<file path="config.mk">
export PLATFORM = sky130hd
export DESIGN_NAME = combined_lcg_shuffle_rng
export DESIGN_NICKNAME = d
export VERILOG_FILES = /design/src/hw/rtl/clrng_pkg.sv /design/src/hw/rtl/clrng_ram.sv /design/src/hw/rtl/clrng_modred.sv /design/src/hw/rtl/combined_lcg_shuffle_rng.sv
export SDC_FILE = /design/constraint.sdc
export NUM_CORES = 2
export LEC_CHECK = 0
export BUFFER_PORTS_ARGS = -buffer_cell sky130_fd_sc_hd__buf_2
export CAP_MARGIN = 15
export CORE_MARGIN = 2
export CORE_UTILIZATION = 37
export CTS_CLUSTER_DIAMETER = 50
export DETAILED_ROUTE_END_ITERATION = 8
export PLACE_DENSITY = 0.54
export SLEW_MARGIN = 40
export SYNTH_ARGS = -nofsm -noshare
export SYNTH_HDL_FRONTEND = slang
export SYNTH_SLANG_ARGS = --single-unit
export TNS_END_PERCENT = 30
</file>
<file path="constraint.sdc">
create_clock -name i_clk -period 12.8 [get_ports i_clk]
set_input_delay 0.64 -clock i_clk [delete_from_list [all_inputs] [get_ports i_clk]]
set_output_delay 0.64 -clock i_clk [all_outputs]
set_load 0.02 [all_outputs]
</file>
<file path="src/hw/rtl/clrng_pkg.sv">
// ----------------------------------------------------------------------------
// clrng_pkg
// Shared constants, control-word types and microprogram for the combined
// congruential random generator with shuffle table.
// ----------------------------------------------------------------------------
package clrng_pkg;

    // Generator constants
    localparam logic [30:0] MOD_ONE     = 31'd2147483563;
    localparam logic [30:0] MOD_TWO     = 31'd2147483399;
    localparam logic [15:0] MUL_ONE     = 16'd40014;
    localparam logic [15:0] MUL_TWO     = 16'd40692;
    // 2^31 minus each modulus, used to fold the high product bits back down
    localparam logic [7:0]  FOLD_ONE    = 8'd85;
    localparam logic [7:0]  FOLD_TWO    = 8'd249;
    localparam logic [30:0] TOP_VAL     = 31'd2147483562;
    localparam logic [30:0] GEN_TWO_RST = 31'd123456789;
    localparam logic [31:0] SEED_MIN    = 32'h8000_0000;
    localparam logic [30:0] SEED_SAT    = 31'h7FFF_FFFF;

    localparam int TABLE_SIZE_DEF = 32;
    localparam int GEN_W          = 31;
    localparam int MUL_A_W        = 31;
    localparam int MUL_B_W        = 16;
    localparam int PROD_W         = MUL_A_W + MUL_B_W;
    // Scale of the reciprocal used to find the table slot
    localparam int RECIP_SH       = 37;

    // Micro-addresses
    typedef logic [3:0] t_upc;
    localparam t_upc U_IDLE = 4'd0;
    localparam t_upc U_SEED = 4'd1;
    localparam t_upc U_INIT = 4'd2;
    localparam t_upc U_WMUL = 4'd3;
    localparam t_upc U_WRED = 4'd4;
    localparam t_upc U_D0   = 4'd5;
    localparam t_upc U_D1   = 4'd6;
    localparam t_upc U_D2   = 4'd7;
    localparam t_upc U_D3   = 4'd8;
    localparam t_upc U_D4   = 4'd9;
    localparam t_upc U_D5   = 4'd10;

    typedef enum logic [1:0] {
        A_GEN_ONE,
        A_GEN_TWO,
        A_LAST,
        A_DIV
    } t_asel;

    typedef enum logic [1:0] {
        B_MUL_ONE,
        B_MUL_TWO,
        B_RECIP,
        B_QUOT
    } t_bsel;

    typedef enum logic [1:0] {
        DST_NONE,
        DST_GEN_ONE,
        DST_GEN_TWO
    } t_dst;

    typedef enum logic [2:0] {
        ACT_NONE,
        ACT_ACCEPT,
        ACT_SEED,
        ACT_INIT,
        ACT_WARM,
        ACT_QUOT,
        ACT_SLOT,
        ACT_FINISH
    } t_act;

    typedef enum logic [2:0] {
        J_NEXT,
        J_DISPATCH,
        J_LOOP,
        J_OUT,
        J_GOTO
    } t_jump;

    typedef struct packed {
        logic  mul_en;
        t_asel a_sel;
        t_bsel b_sel;
        t_dst  dst;
        t_act  act;
        t_jump jump;
        t_upc  target;
    } t_uword;

    // Microprogram: one control word per step
    function automatic t_uword ucode(input t_upc upc);
        t_uword w;
        w = '0;
        case (upc)
            U_IDLE: begin
                w.act  = ACT_ACCEPT;
                w.jump = J_DISPATCH;
            end
            U_SEED: begin
                w.act    = ACT_SEED;
                w.jump   = J_OUT;
                w.target = U_IDLE;
            end
            U_INIT: begin
                w.act = ACT_INIT;
            end
            U_WMUL: begin
                w.mul_en = 1'b1;
                w.a_sel  = A_GEN_ONE;
                w.b_sel  = B_MUL_ONE;
            end
            U_WRED: begin
                w.dst    = DST_GEN_ONE;
                w.act    = ACT_WARM;
                w.jump   = J_LOOP;
                w.target = U_WMUL;
            end
            U_D0: begin
                w.mul_en = 1'b1;
                w.a_sel  = A_GEN_ONE;
                w.b_sel  = B_MUL_ONE;
            end
            U_D1: begin
                w.dst    = DST_GEN_ONE;
                w.mul_en = 1'b1;
                w.a_sel  = A_GEN_TWO;
                w.b_sel  = B_MUL_TWO;
            end
            U_D2: begin
                w.dst    = DST_GEN_TWO;
                w.mul_en = 1'b1;
                w.a_sel  = A_LAST;
                w.b_sel  = B_RECIP;
            end
            U_D3: begin
                w.act    = ACT_QUOT;
                w.mul_en = 1'b1;
                w.a_sel  = A_DIV;
                w.b_sel  = B_QUOT;
            end
            U_D4: begin
                w.act = ACT_SLOT;
            end
            U_D5: begin
                w.act    = ACT_FINISH;
                w.jump   = J_OUT;
                w.target = U_IDLE;
            end
            default: begin
                w.jump   = J_GOTO;
                w.target = U_IDLE;
            end
        endcase
        return w;
    endfunction

endpackage

</file>
<file path="src/hw/rtl/clrng_ram.sv">
// ----------------------------------------------------------------------------
// clrng_ram
// Generic single-write, single-read RAM with registered read data.
// ----------------------------------------------------------------------------
module clrng_ram #(
    parameter int WIDTH = clrng_pkg::GEN_W,
    parameter int DEPTH = clrng_pkg::TABLE_SIZE_DEF
) (
    input  logic                     i_clk,
    input  logic                     i_we,
    input  logic [$clog2(DEPTH)-1:0] i_waddr,
    input  logic [WIDTH-1:0]         i_wdata,
    input  logic                     i_re,
    input  logic [$clog2(DEPTH)-1:0] i_raddr,
    output logic [WIDTH-1:0]         o_rdata
);

    logic [WIDTH-1:0] mem [DEPTH];
    logic [WIDTH-1:0] r_rdata;

    // Write port
    always_ff @(posedge i_clk) begin
        if (i_we) begin
            mem[i_waddr] <= i_wdata;
        end
    end

    // Registered read port; hold data when not enabled
    always_ff @(posedge i_clk) begin
        if (i_re) begin
            r_rdata <= mem[i_raddr];
        end
    end

    assign o_rdata = r_rdata;

endmodule

</file>
<file path="src/hw/rtl/clrng_modred.sv">
// ----------------------------------------------------------------------------
// clrng_modred
// Reduce a 47-bit product modulo one of the two generator moduli. Each
// modulus sits just below 2^31, so the high bits fold back with a small
// constant multiply and one conditional subtract finishes the job.
// ----------------------------------------------------------------------------
module clrng_modred (
    input  logic [clrng_pkg::PROD_W-1:0] i_prod,
    input  logic                         i_sel_two,
    output logic [clrng_pkg::GEN_W-1:0]  o_res
);

    logic [clrng_pkg::MUL_B_W-1:0] hi;
    logic [clrng_pkg::GEN_W-1:0]   lo;
    logic [7:0]                    fold;
    logic [30:0]                   modulus;
    logic [23:0]                   hi_fold;
    logic [31:0]                   folded;

    // Split the product and fold 2^31 as its residue
    always_comb begin
        hi      = i_prod[clrng_pkg::PROD_W-1:clrng_pkg::GEN_W];
        lo      = i_prod[clrng_pkg::GEN_W-1:0];
        fold    = i_sel_two ? clrng_pkg::FOLD_TWO : clrng_pkg::FOLD_ONE;
        modulus = i_sel_two ? clrng_pkg::MOD_TWO : clrng_pkg::MOD_ONE;
        hi_fold = 24'(hi) * 24'(fold);
        folded  = {1'b0, lo} + 32'(hi_fold);
    end

    // Folded value stays below twice the modulus: one subtract is enough
    always_comb begin
        if (folded >= {1'b0, modulus}) begin
            o_res = 31'(folded - {1'b0, modulus});
        end else begin
            o_res = folded[30:0];
        end
    end

endmodule

</file>
<file path="src/hw/rtl/combined_lcg_shuffle_rng.sv">
// ----------------------------------------------------------------------------
// combined_lcg_shuffle_rng
// Combined congruential uniform generator with a shuffle table, driven by a
// small microprogram over one shared 31x16 multiplier and a modulo folder.
// ----------------------------------------------------------------------------
// One item at a time: a draw makes four sequential passes through the shared
// multiplier plus the table read and update, and a new item is accepted only
// when the sequencer is back in idle. A draw may first initialise the table.
// Reset: synchronous, active low; resets generator state, clears the table valid
// bits and the sequencer at once, with no clearing pass over the table.
// ----------------------------------------------------------------------------
module combined_lcg_shuffle_rng #(
    parameter int TABLE_SIZE = clrng_pkg::TABLE_SIZE_DEF
) (
    input  logic               i_clk,
    input  logic               i_rst_n,
    // Input channel
    input  logic               i_valid,
    output logic               o_stall,
    input  logic               i_cmd,
    input  logic signed [31:0] i_seed_value,
    // Output channel
    output logic               o_valid,
    input  logic               i_stall,
    output logic               o_is_sample,
    output logic [30:0]        o_sample,
    output logic signed [31:0] o_seed_state
);

    localparam int IDX_W = $clog2(TABLE_SIZE);
    localparam int CNT_W = $clog2(TABLE_SIZE + 8);
    localparam int Q_W   = $clog2(TABLE_SIZE + 2);
    localparam longint SLOT_DIV_L = 1 + longint'(clrng_pkg::TOP_VAL) / TABLE_SIZE;
    localparam logic [30:0] SLOT_DIV = 31'(SLOT_DIV_L);
    localparam logic [15:0] RECIP =
        16'((longint'(1) << clrng_pkg::RECIP_SH) / SLOT_DIV_L);

    // Sequencer
    clrng_pkg::t_upc   r_upc;
    clrng_pkg::t_upc   n_upc;
    clrng_pkg::t_uword ucw;

    // Datapath registers
    logic [31:0]                  r_gen_one;
    logic [30:0]                  r_gen_two;
    logic [30:0]                  r_last;
    logic [31:0]                  r_seed;
    logic [clrng_pkg::PROD_W-1:0] r_prod;
    logic [CNT_W-1:0]             r_cnt;
    logic [Q_W-1:0]               r_q;
    logic [IDX_W-1:0]             r_slot;
    logic [TABLE_SIZE-1:0]        r_valid;
    logic                         r_rd_valid;

    // Output register
    logic        r_out_valid;
    logic        r_is_sample;
    logic [30:0] r_sample;
    logic [31:0] r_seed_state;

    // Combinational datapath
    logic                        in_acc;
    logic                        out_free;
    logic                        gen_one_nonpos;
    logic [clrng_pkg::MUL_A_W-1:0] mul_a;
    logic [clrng_pkg::MUL_B_W-1:0] mul_b;
    logic [30:0]                 red_res;
    logic                        red_sel_two;
    logic [30:0]                 init_v;
    logic [Q_W-1:0]              quot_est;
    logic [31:0]                 rem;
    logic [Q_W:0]                q_fix;
    logic [IDX_W-1:0]            slot_idx;
    logic [30:0]                 ram_rdata;
    logic [30:0]                 tab_val;
    logic [32:0]                 diff;
    logic [32:0]                 y_full;
    logic [30:0]                 y_res;
    logic                        ram_we;
    logic [IDX_W-1:0]            ram_waddr;
    logic [30:0]                 ram_wdata;
    logic                        ram_re;
    logic                        warm_write;
    logic                        out_load;

    // Handshakes
    assign o_stall  = (r_upc != clrng_pkg::U_IDLE);
    assign in_acc   = i_valid && !o_stall;
    assign out_free = !r_out_valid || !i_stall;
    assign gen_one_nonpos = r_gen_one[31] || (r_gen_one == '0);

    // Control word for this step
    always_comb begin
        ucw = clrng_pkg::ucode(r_upc);
    end

    // Next micro-address
    always_comb begin
        case (ucw.jump)
            clrng_pkg::J_NEXT: begin
                n_upc = r_upc + 4'd1;
            end
            clrng_pkg::J_DISPATCH: begin
                if (!in_acc) begin
                    n_upc = r_upc;
                end else if (i_cmd) begin
                    n_upc = clrng_pkg::U_SEED;
                end else if (gen_one_nonpos) begin
                    n_upc = clrng_pkg::U_INIT;
                end else begin
                    n_upc = clrng_pkg::U_D0;
                end
            end
            clrng_pkg::J_LOOP: begin
                n_upc = (r_cnt != '0) ? ucw.target : r_upc + 4'd1;
            end
            clrng_pkg::J_OUT: begin
                n_upc = out_free ? ucw.target : r_upc;
            end
            clrng_pkg::J_GOTO: begin
                n_upc = ucw.target;
            end
            default: begin
                n_upc = clrng_pkg::U_IDLE;
            end
        endcase
    end

    // Multiplier operand select
    always_comb begin
        case (ucw.a_sel)
            clrng_pkg::A_GEN_ONE: mul_a = r_gen_one[30:0];
            clrng_pkg::A_GEN_TWO: mul_a = r_gen_two;
            clrng_pkg::A_LAST:    mul_a = r_last;
            clrng_pkg::A_DIV:     mul_a = SLOT_DIV;
            default:              mul_a = '0;
        endcase
        case (ucw.b_sel)
            clrng_pkg::B_MUL_ONE: mul_b = clrng_pkg::MUL_ONE;
            clrng_pkg::B_MUL_TWO: mul_b = clrng_pkg::MUL_TWO;
            clrng_pkg::B_RECIP:   mul_b = RECIP;
            clrng_pkg::B_QUOT:    mul_b = 16'(quot_est);
            default:              mul_b = '0;
        endcase
    end

    // Modulo reduction of the registered product
    assign red_sel_two = (ucw.dst == clrng_pkg::DST_GEN_TWO);

    clrng_modred u_modred (
        .i_prod    (r_prod),
        .i_sel_two (red_sel_two),
        .o_res     (red_res)
    );

    // Start value for initialisation: negate, zero becomes one, saturate
    always_comb begin
        if (r_gen_one == '0) begin
            init_v = 31'd1;
        end else if (r_gen_one == clrng_pkg::SEED_MIN) begin
            init_v = clrng_pkg::SEED_SAT;
        end else begin
            init_v = 31'(~r_gen_one + 32'd1);
        end
    end

    // Slot: reciprocal estimate, then one correction step and a clamp
    always_comb begin
        quot_est = r_prod[clrng_pkg::RECIP_SH +: Q_W];
        rem      = {1'b0, r_last} - r_prod[31:0];
        if (rem >= {1'b0, SLOT_DIV}) begin
            q_fix = (Q_W+1)'(r_q) + (Q_W+1)'(1);
        end else begin
            q_fix = (Q_W+1)'(r_q);
        end
        if (q_fix >= (Q_W+1)'(TABLE_SIZE)) begin
            slot_idx = IDX_W'(TABLE_SIZE - 1);
        end else begin
            slot_idx = q_fix[IDX_W-1:0];
        end
    end

    // Combine table entry with the second generator; wrap into range
    always_comb begin
        tab_val = r_rd_valid ? ram_rdata : '0;
        diff    = {2'b00, tab_val} - {2'b00, r_gen_two};
        if (diff[32] || diff == '0) begin
            y_full = diff + {2'b00, clrng_pkg::TOP_VAL};
        end else begin
            y_full = diff;
        end
        y_res = y_full[30:0];
    end

    // Table port control
    always_comb begin
        warm_write = (ucw.act == clrng_pkg::ACT_WARM) && (r_cnt < CNT_W'(TABLE_SIZE));
        out_load   = ((ucw.act == clrng_pkg::ACT_FINISH) ||
                      (ucw.act == clrng_pkg::ACT_SEED)) && out_free;
        ram_we     = warm_write || ((ucw.act == clrng_pkg::ACT_FINISH) && out_free);
        ram_waddr  = warm_write ? r_cnt[IDX_W-1:0] : r_slot;
        ram_wdata  = warm_write ? red_res : r_gen_one[30:0];
        ram_re     = (ucw.act == clrng_pkg::ACT_SLOT);
    end

    clrng_ram #(
        .WIDTH (clrng_pkg::GEN_W),
        .DEPTH (TABLE_SIZE)
    ) u_table (
        .i_clk   (i_clk),
        .i_we    (ram_we),
        .i_waddr (ram_waddr),
        .i_wdata (ram_wdata),
        .i_re    (ram_re),
        .i_raddr (slot_idx),
        .o_rdata (ram_rdata)
    );

    // Sequencer, generator state and valid bits
    always_ff @(posedge i_clk) begin
        if (!i_rst_n) begin
            r_upc     <= clrng_pkg::U_IDLE;
            r_gen_one <= '0;
            r_gen_two <= clrng_pkg::GEN_TWO_RST;
            r_last    <= '0;
            r_cnt     <= '0;
            r_valid   <= '0;
        end else begin
            r_upc <= n_upc;

            // Write back reduced products
            case (ucw.dst)
                clrng_pkg::DST_GEN_ONE: r_gen_one <= {1'b0, red_res};
                clrng_pkg::DST_GEN_TWO: r_gen_two <= red_res;
                default: ;
            endcase

            case (ucw.act)
                clrng_pkg::ACT_SEED: begin
                    if (out_free) begin
                        r_gen_one <= r_seed;
                    end
                end
                clrng_pkg::ACT_INIT: begin
                    r_gen_one <= {1'b0, init_v};
                    r_gen_two <= init_v;
                    r_cnt     <= CNT_W'(TABLE_SIZE + 7);
                end
                clrng_pkg::ACT_WARM: begin
                    r_cnt <= r_cnt - CNT_W'(1);
                    if (warm_write) begin
                        r_valid[r_cnt[IDX_W-1:0]] <= 1'b1;
                    end
                    if (r_cnt == '0) begin
                        r_last <= red_res;
                    end
                end
                clrng_pkg::ACT_FINISH: begin
                    if (out_free) begin
                        r_last          <= y_res;
                        r_valid[r_slot] <= 1'b1;
                    end
                end
                default: ;
            endcase
        end
    end

    // Payload registers: product, quotient, slot, seed
    always_ff @(posedge i_clk) begin
        if (ucw.mul_en) begin
            r_prod <= clrng_pkg::PROD_W'(mul_a) * clrng_pkg::PROD_W'(mul_b);
        end
        if (ucw.act == clrng_pkg::ACT_QUOT) begin
            r_q <= quot_est;
        end
        if (ucw.act == clrng_pkg::ACT_SLOT) begin
            r_slot     <= slot_idx;
            r_rd_valid <= r_valid[slot_idx];
        end
        if (in_acc) begin
            r_seed <= i_seed_value;
        end
    end

    // Output register: load a finished item, drop it once taken
    always_ff @(posedge i_clk) begin
        if (!i_rst_n) begin
            r_out_valid <= 1'b0;
        end else if (out_load) begin
            r_out_valid <= 1'b1;
        end else if (r_out_valid && !i_stall) begin
            r_out_valid <= 1'b0;
        end
    end

    always_ff @(posedge i_clk) begin
        if (out_load) begin
            if (ucw.act == clrng_pkg::ACT_SEED) begin
                r_is_sample  <= 1'b0;
                r_sample     <= '0;
                r_seed_state <= r_seed;
            end else begin
                r_is_sample  <= 1'b1;
                r_sample     <= y_res;
                r_seed_state <= r_gen_one;
            end
        end
    end

    assign o_valid      = r_out_valid;
    assign o_is_sample  = r_is_sample;
    assign o_sample     = r_sample;
    assign o_seed_state = r_seed_state;

    // A draw always lands inside the open sample range
    a_sample_range: assert property (@(posedge i_clk) disable iff (!i_rst_n)
        (o_valid && o_is_sample) |-> (o_sample != '0 && o_sample <= clrng_pkg::TOP_VAL))
        else $error("sample out of range");

    // A seed load reports no sample
    a_load_zero: assert property (@(posedge i_clk) disable iff (!i_rst_n)
        (o_valid && !o_is_sample) |-> (o_sample == '0))
        else $error("seed load carries a sample");

    // The sequencer leaves idle only on an accepted item
    a_idle_hold: assert property (@(posedge i_clk) disable iff (!i_rst_n)
        (r_upc == clrng_pkg::U_IDLE && !i_valid) |=> (r_upc == clrng_pkg::U_IDLE))
        else $error("sequencer left idle without an item");

    // The warm-up loop ends straight into the draw
    a_warm_exit: assert property (@(posedge i_clk) disable iff (!i_rst_n)
        (r_upc == clrng_pkg::U_WRED && r_cnt == '0) |=> (r_upc == clrng_pkg::U_D0))
        else $error("warm-up loop did not exit to draw");

    // A new result appears only from the seed or final draw step
    a_result_source: assert property (@(posedge i_clk) disable iff (!i_rst_n)
        $rose(r_out_valid) |->
            ($past(r_upc) == clrng_pkg::U_SEED || $past(r_upc) == clrng_pkg::U_D5))
        else $error("result raised outside a finishing step");

endmodule
</file>
## Yosys cells after proc, flatten, opt, wreduce, memory -nomap -nowiden

Memories as Yosys holds them, arrays and structs flattened. A register that Yosys moved wholly into a read port is not among the register bits.
Index checks and enable logic that the tools add are counted.

- Add/sub/neg operators: 9
- $mul: 2
- Magnitude comparators: 9
- Equal/unequal tests: 34
- Multiplexer cells: 48
- Bitwise gates (word level): 3
- Reduce and logical (&&, ||, !) cells: 35

Operator list:

| kind | count |
|---|---|
| 31-bit two-way mux | 10 |
| 32-bit two-way mux | 5 |
| 32-bit case mux with 2 select lines | 2 |
| 31-bit case mux with 4 select lines | 1 |
| 32-bit bitwise OR | 2 |
| 16-bit case mux with 4 select lines | 1 |
| 31-bit case mux with 2 select lines | 1 |
| 31-bit by 16-bit multiplier with 47-bit output | 1 |
| 33-bit logical NOT | 1 |
| 31-bit by 24-bit adder with 32-bit output | 1 |
| 32-bit == test, second input constant | 1 |
| 32-bit by 26-bit >= comparator with 1-bit output, second input constant | 1 |
| 32-bit by 31-bit >= comparator with 1-bit output | 1 |
| 32-bit logical NOT | 1 |
| 31-bit by 31-bit subtractor with 32-bit output | 1 |
| 31-bit by 32-bit subtractor with 32-bit output | 1 |
| 31-bit by 1-bit adder with 31-bit output, second input constant | 1 |
| 31-bit by 8-bit adder with 31-bit output, second input constant | 1 |
| 31-bit inverter | 1 |
| 31-bit subtractor | 1 |
| 16-bit by 8-bit multiplier with 24-bit output | 1 |
| 3-bit case mux with 7 select lines | 1 |
| 4-bit case mux with 5 select lines | 1 |
| 5-bit case mux with 4 select lines | 1 |
| other kinds (44) | 101 |

- Register bits: 292
- RAM bits: 992
- Bits of input ports: 37
- Output and inout bits: 66
- Logic and storage cells: 156
- Memories kept: 1

Memory list:

| name | depth | width | rd ports | clocked after memory_dff | wr ports | RTL line | text |
|---|---|---|---|---|---|---|---|
| u_table.mem | 32 | 31 | 1 | 1 | 1 | clrng_ram.sv:18 | `logic [WIDTH-1:0] mem [DEPTH];` |

## Depth between registers and ports, before layout

- Depth in word-level cells: 12
- Mapped depth: 38
- Depth with buffers taken out: 34

## Hierarchy

From an unflattened synthesis, not the netlist that was laid out.

- Cells, all modules: 6791
- Area total of the unflattened synthesis: 77385.5 µm²

By module, submodules not included:

| module | times used | cells an instance | area each (µm²) | seq. area each (µm²) |
|---|---|---|---|---|
| clrng_ram | 1 | 2192 | 39474.1 | 30719.5 |
| combined_lcg_shuffle_rng | 1 | 3866 | 32167.1 | 7397.1 |
| clrng_modred | 1 | 733 | 5744.3 | 0.0 |

## Least setup slack after synthesis

No wires, ideal clock.

- Path type: reg2reg
- Start point: register r_upc[0]
- End point: memory u_table.mem[0][4] (netlist bit), data pin
- Setup time: 454 ps
- Data arrival time: 8922 ps
- Required time: 12346 ps
- Setup slack: 3424 ps
- Cell stages (with the launch flop): 33
- Buffers on the path: 4
- Period minus slack after synthesis: 9376 ps
- Cells stage by stage: dfxtp_1 > inv_1 > ha_1 > clkbuf_1 > nor2_1 > nand3_1 > inv_1 > clkbuf_1 > buf_1 > nand2_1 > fa_1 > inv_1 > fa_1 > fa_1 > inv_1 > fa_1 > inv_1 > ha_1 > a21o_1 > a21oi_1 > o21ai_0 > nand2_1 > a21oi_1 > o21a_1 > o311a_1 > or3_1 > nor4b_2 > o2111ai_1 > o31ai_4 > buf_2 > nand3b_1 > xor2_1 > o21ai_0

- Word-level cells in the longest chain between the ends: 10
- Elaborated cells between the ends (all ways): 23
- Those cells by class: add/sub (2); mul (1); order compare (1); eq/ne (10); mux (6); reduce/logical (3)

Ends and longest elaborated chain:

| item | RTL line | text |
|---|---|---|
| start, declared | combined_lcg_shuffle_rng.sv:39 | `clrng_pkg::t_upc r_upc;` |
| start signal, assigned | combined_lcg_shuffle_rng.sv:222 | `r_upc <= clrng_pkg::U_IDLE;` |
| start signal, assigned | combined_lcg_shuffle_rng.sv:229 | `r_upc <= n_upc;` |
| 4-bit by 3-bit == test with 1-bit output | clrng_pkg.sv:96 | `case (upc)` |
| 2-bit OR reduction (no source line) | - |  |
| 2-bit case mux with 2 select lines | clrng_pkg.sv:96 |  |
| 2-bit == test | combined_lcg_shuffle_rng.sv:148 | `assign red_sel_two = (ucw.dst == clrng_pkg::DST_GEN_TWO);` |
| 8-bit two-way mux | clrng_modred.sv:24 | `fold = i_sel_two ? clrng_pkg::FOLD_TWO : clrng_pkg::FOLD_ONE;` |
| 16-bit by 8-bit multiplier with 24-bit output | clrng_modred.sv:26 | `hi_fold = 24'(hi) * 24'(fold);` |
| 31-bit by 24-bit adder with 32-bit output | clrng_modred.sv:27 | `folded = {1'b0, lo} + 32'(hi_fold);` |
| 31-bit subtractor / 32-bit by 31-bit >= comparator with 1-bit output (equally long branches) | clrng_modred.sv:33, clrng_modred.sv:32 |  |
| 31-bit two-way mux | clrng_modred.sv:32 | `if (folded >= {1'b0, modulus}) begin` |
| 31-bit two-way mux (*) | combined_lcg_shuffle_rng.sv:202 | `ram_wdata = warm_write ? red_res : r_gen_one[30:0];` |
| named net ram_wdata[4] | combined_lcg_shuffle_rng.sv:81 | `logic [30:0] ram_wdata;` |
| end, declared | clrng_ram.sv:18 |  |

Mark *: on every way through the listed nets, which the timed path passes. The rest lies on a longest branch.

## Final worst setup path

- Start point: register r_upc[2]
- End point: register r_prod[41] (netlist bit), data pin

- Word-level cells in the longest chain between the ends: 6
- Elaborated cells between the ends (all ways): 18
- Those cells by class: mul (1); eq/ne (11); mux (3); reduce/logical (3)

Ends and longest elaborated chain:

| item | RTL line | text |
|---|---|---|
| 4-bit by 3-bit == test with 1-bit output / 4-bit by 2-bit == test with 1-bit output (equally long branches) | clrng_pkg.sv:96 |  |
| 2-bit OR reduction (no source line) | - |  |
| 5-bit case mux with 4 select lines (*) | clrng_pkg.sv:96 |  |
| 2-bit == test, or another cell as far along | combined_lcg_shuffle_rng.sv:131 | `case (ucw.a_sel)` |
| 31-bit case mux with 4 select lines / 16-bit case mux with 4 select lines (equally long branches) | combined_lcg_shuffle_rng.sv:131, combined_lcg_shuffle_rng.sv:138 |  |
| 31-bit by 16-bit multiplier with 47-bit output (*) | combined_lcg_shuffle_rng.sv:272 | `r_prod <= clrng_pkg::PROD_W'(mul_a) * clrng_pkg::PROD_W'(mul_b);` |
| end signal, assigned | combined_lcg_shuffle_rng.sv:272 |  |
| end, declared | combined_lcg_shuffle_rng.sv:48 | `logic [clrng_pkg::PROD_W-1:0] r_prod;` |

Every way passes the cells marked *; elsewhere a longest branch is shown, timed or not. The select of a mux whose other input is x is not followed.
A chain may end at the register's enable or synchronous reset.

==> results.tsv <==
metric	value	unit
die_x	456.2	um
postCtsHoldBufs	31	
h-tree-depth	4	
maxSlewHeadroom	36.55	%
place_hpwl	184400	um
ys_async_sr_fraction	0	%
dpl.cell_count	9338	
clock_skew	0.07373	ns
vias_per_cell	5.765	
slowest_delay	0.66	ns
grt-ovfl-total	0	
synth_edf_count	1178	
start_util	37.31	%
grt_pass1_vias	54434	
cts_root_buffer	clkbuf_16	
cp-end-kind	register	
rsz0062_at_grt	false	
setup_violations	0	
place_area	0.08011	mm^2
seq_area_frac_synth	50.39	%
synth_area	0.07564	mm^2
clkTransAtPathRegs	0.05	ns
die_h	456.2	um
critPathBufInv	7	
nets	7612	
ctsResizeCount	0	
synth_cells	6749	
cpMaxStageDelayCell	or4b_2	
cap_viol_max_count	0	
period_share	82.74	%
wirelength	271300	um
ys_types	96	
clock-sinks	1315	
syn_area_per_cell	11.21	um^2
fin_cells	9674	
finalHoldViolCount	0	
cts_tree	done	
firstDrtPassIters	8	
synth_ff_type	edfxtp_1	
ys_ff_latch	1315	
io_pins	103	
die-area	0.2081	mm^2
insertion_delay	0.85	ns
min_period	10.59	ns
area_growth	13.53	%
crit_family	adder cells	
hp-class	input port to register	
setup_tns	0	ns
place_congestion	0.9592	
port_buffers	102	
path_class	register to register	
crit_path_frequent_cell	fa_1	
avgRoutedWirePerCell	28.04	um
required	13.34	ns
cp_max_fo	23	
max_freq	0.09442	GHz
start_kind	register	
core_area	0.2027	mm^2
status	finished, final reports clean	
grtUsageTotal	25.57	%
antenna_found_initial	18	
grt_pass1_wl	388000	um
slew_violations	0	
grt_max_degree	140	
core.rowCount	165	
drt_iter0_drc	6037	
drc	0	
crit_arrival	11.13	ns
cts_made_buffers	163	
worst_slew_pin_slew	0.9449	ns
cts.path.max_buffers	3	
finalInstanceArea	0.08588	mm^2
num-fill-cells	19201	
drive_gt1_share	9.690	%
cts_setup_buffers	0	
vias	55770	
drt.antenna.violating_nets	0	
yosys_warnings	0	
## stage by stage
stage | util, % | hold slack (ns) | setup slack [ns]
global placement | 39.37 | 0.4496 | 2.577
global route | 42.36 | 0.02117 | 1.614
detailed placement | 39.51 | 0.4578 | 2.400
CTS | 42.32 | 0.002983 | 2.350
floorplan | - | 0.4395 | 3.424
finish | 42.36 | 0.04276 | 2.209
## metal layers
layer | up-vias | GRT usage [%] | part of all wire (%)
li1 | 24552 | - | -
met1 | 28281 | 31.91 | 39
met2 | 2322 | 43.45 | 49
met3 | 611 | 3.643 | 6.6
met4 | 4 | 12.55 | 5.6
met5 | - | 0 | 0.010
## cells in the mapped netlist, types with 45 or more instances
| cell type | instances | share of area [%] |
|---|---|---|
| o22ai_1 | 238 | 2.0 |
| a22oi_1 | 73 | 0.72 |
| edfxtp_1 | 1178 | 47 |
| fa_1 | 397 | 11 |
| xnor2_1 | 97 | 1.1 |
| a21o_1 | 64 | 0.64 |
| xor2_1 | 68 | 0.79 |
| inv_1 | 708 | 3.5 |
| o221ai_1 | 136 | 1.6 |
| ha_1 | 314 | 5.2 |
| or3_1 | 45 | 0.37 |
| dfxtp_1 | 137 | 3.6 |
| o211ai_1 | 46 | 0.46 |
| mux2i_1 | 176 | 2.3 |
| nand3_1 | 124 | 0.82 |
| and2_1 | 86 | 0.71 |
| a21oi_1 | 383 | 2.5 |
| clkbuf_1 | 233 | 1.2 |
| o21ai_0 | 281 | 1.9 |
| nor3_1 | 74 | 0.49 |
| nor2_1 | 571 | 2.8 |
| nand2_1 | 557 | 2.8 |
| buf_2 | 85 | 0.56 |
## state kept, by name, summed over array words and instances, names as in the netlist, 6 cells and up
signal           count
o_sample            31
o_seed_state        32
r_cnt                6
r_gen_one           32
r_gen_two           31
r_last              31
r_prod              47
r_q                  6
r_seed              32
r_valid             32
u_table.mem        992
u_table.o_rdata     31
## area by class of cell
| class | count | area, um^2 | share of cell area, % |
|---|---|---|---|
| inverters | 710 | 2668 | 3.106 |
| multi-input cells | 4353 | 33890 | 39.46 |
| flip-flops and latches | 1315 | 38120 | 44.38 |
| repair buffers | 321 | 2467 | 2.873 |
| well taps | 2672 | 3343 | 3.893 |
| clock inverters | 98 | 1071 | 1.247 |
| clock buffers | 200 | 4313 | 5.022 |
| diodes | 5 | 12.51 | 0.01457 |
## layout by cell type, fill, tap and decap left out, types with 137 or more instances in the layout
cell and n:
nor2_1 534, o22ai_1 238, fa_1 397, clkbuf_16 167, nand2_1 552, buf_4 164
edfxtp_1 1178, dfxtp_1 137, mux2i_1 174, a21oi_1 380, inv_1 706, ha_1 314
o21ai_0 253
## path summary, 6_finish.rpt
kind | start | to | slack, ns | cells past startpoint
setup / recovery | r_upc[2] | r_prod[41] | 2.21 | 32
hold / removal | i_seed_value[29] | r_seed[29] | 0.04 | 1
setup reg to reg | r_upc[2] | r_prod[41] | 2.21 | 32
hold reg to reg | r_valid[22] | r_valid[22] | 0.47 | 2
## kinds of logic after synthesis
logic type,count (synthesis),share of synthesized area [%]
mux,180,2.408
fa+ha+maj,711,15.70
xor+xnor,165,1.910
compound gates,1607,13.89
other cells,2,0.009928
flops,1315,50.39
buf+inv,1085,5.606
simple gates,1684,10.08
Power is not shown: default switching activity piles up to over one toggle a cycle in this logic, so the estimate is an artifact.
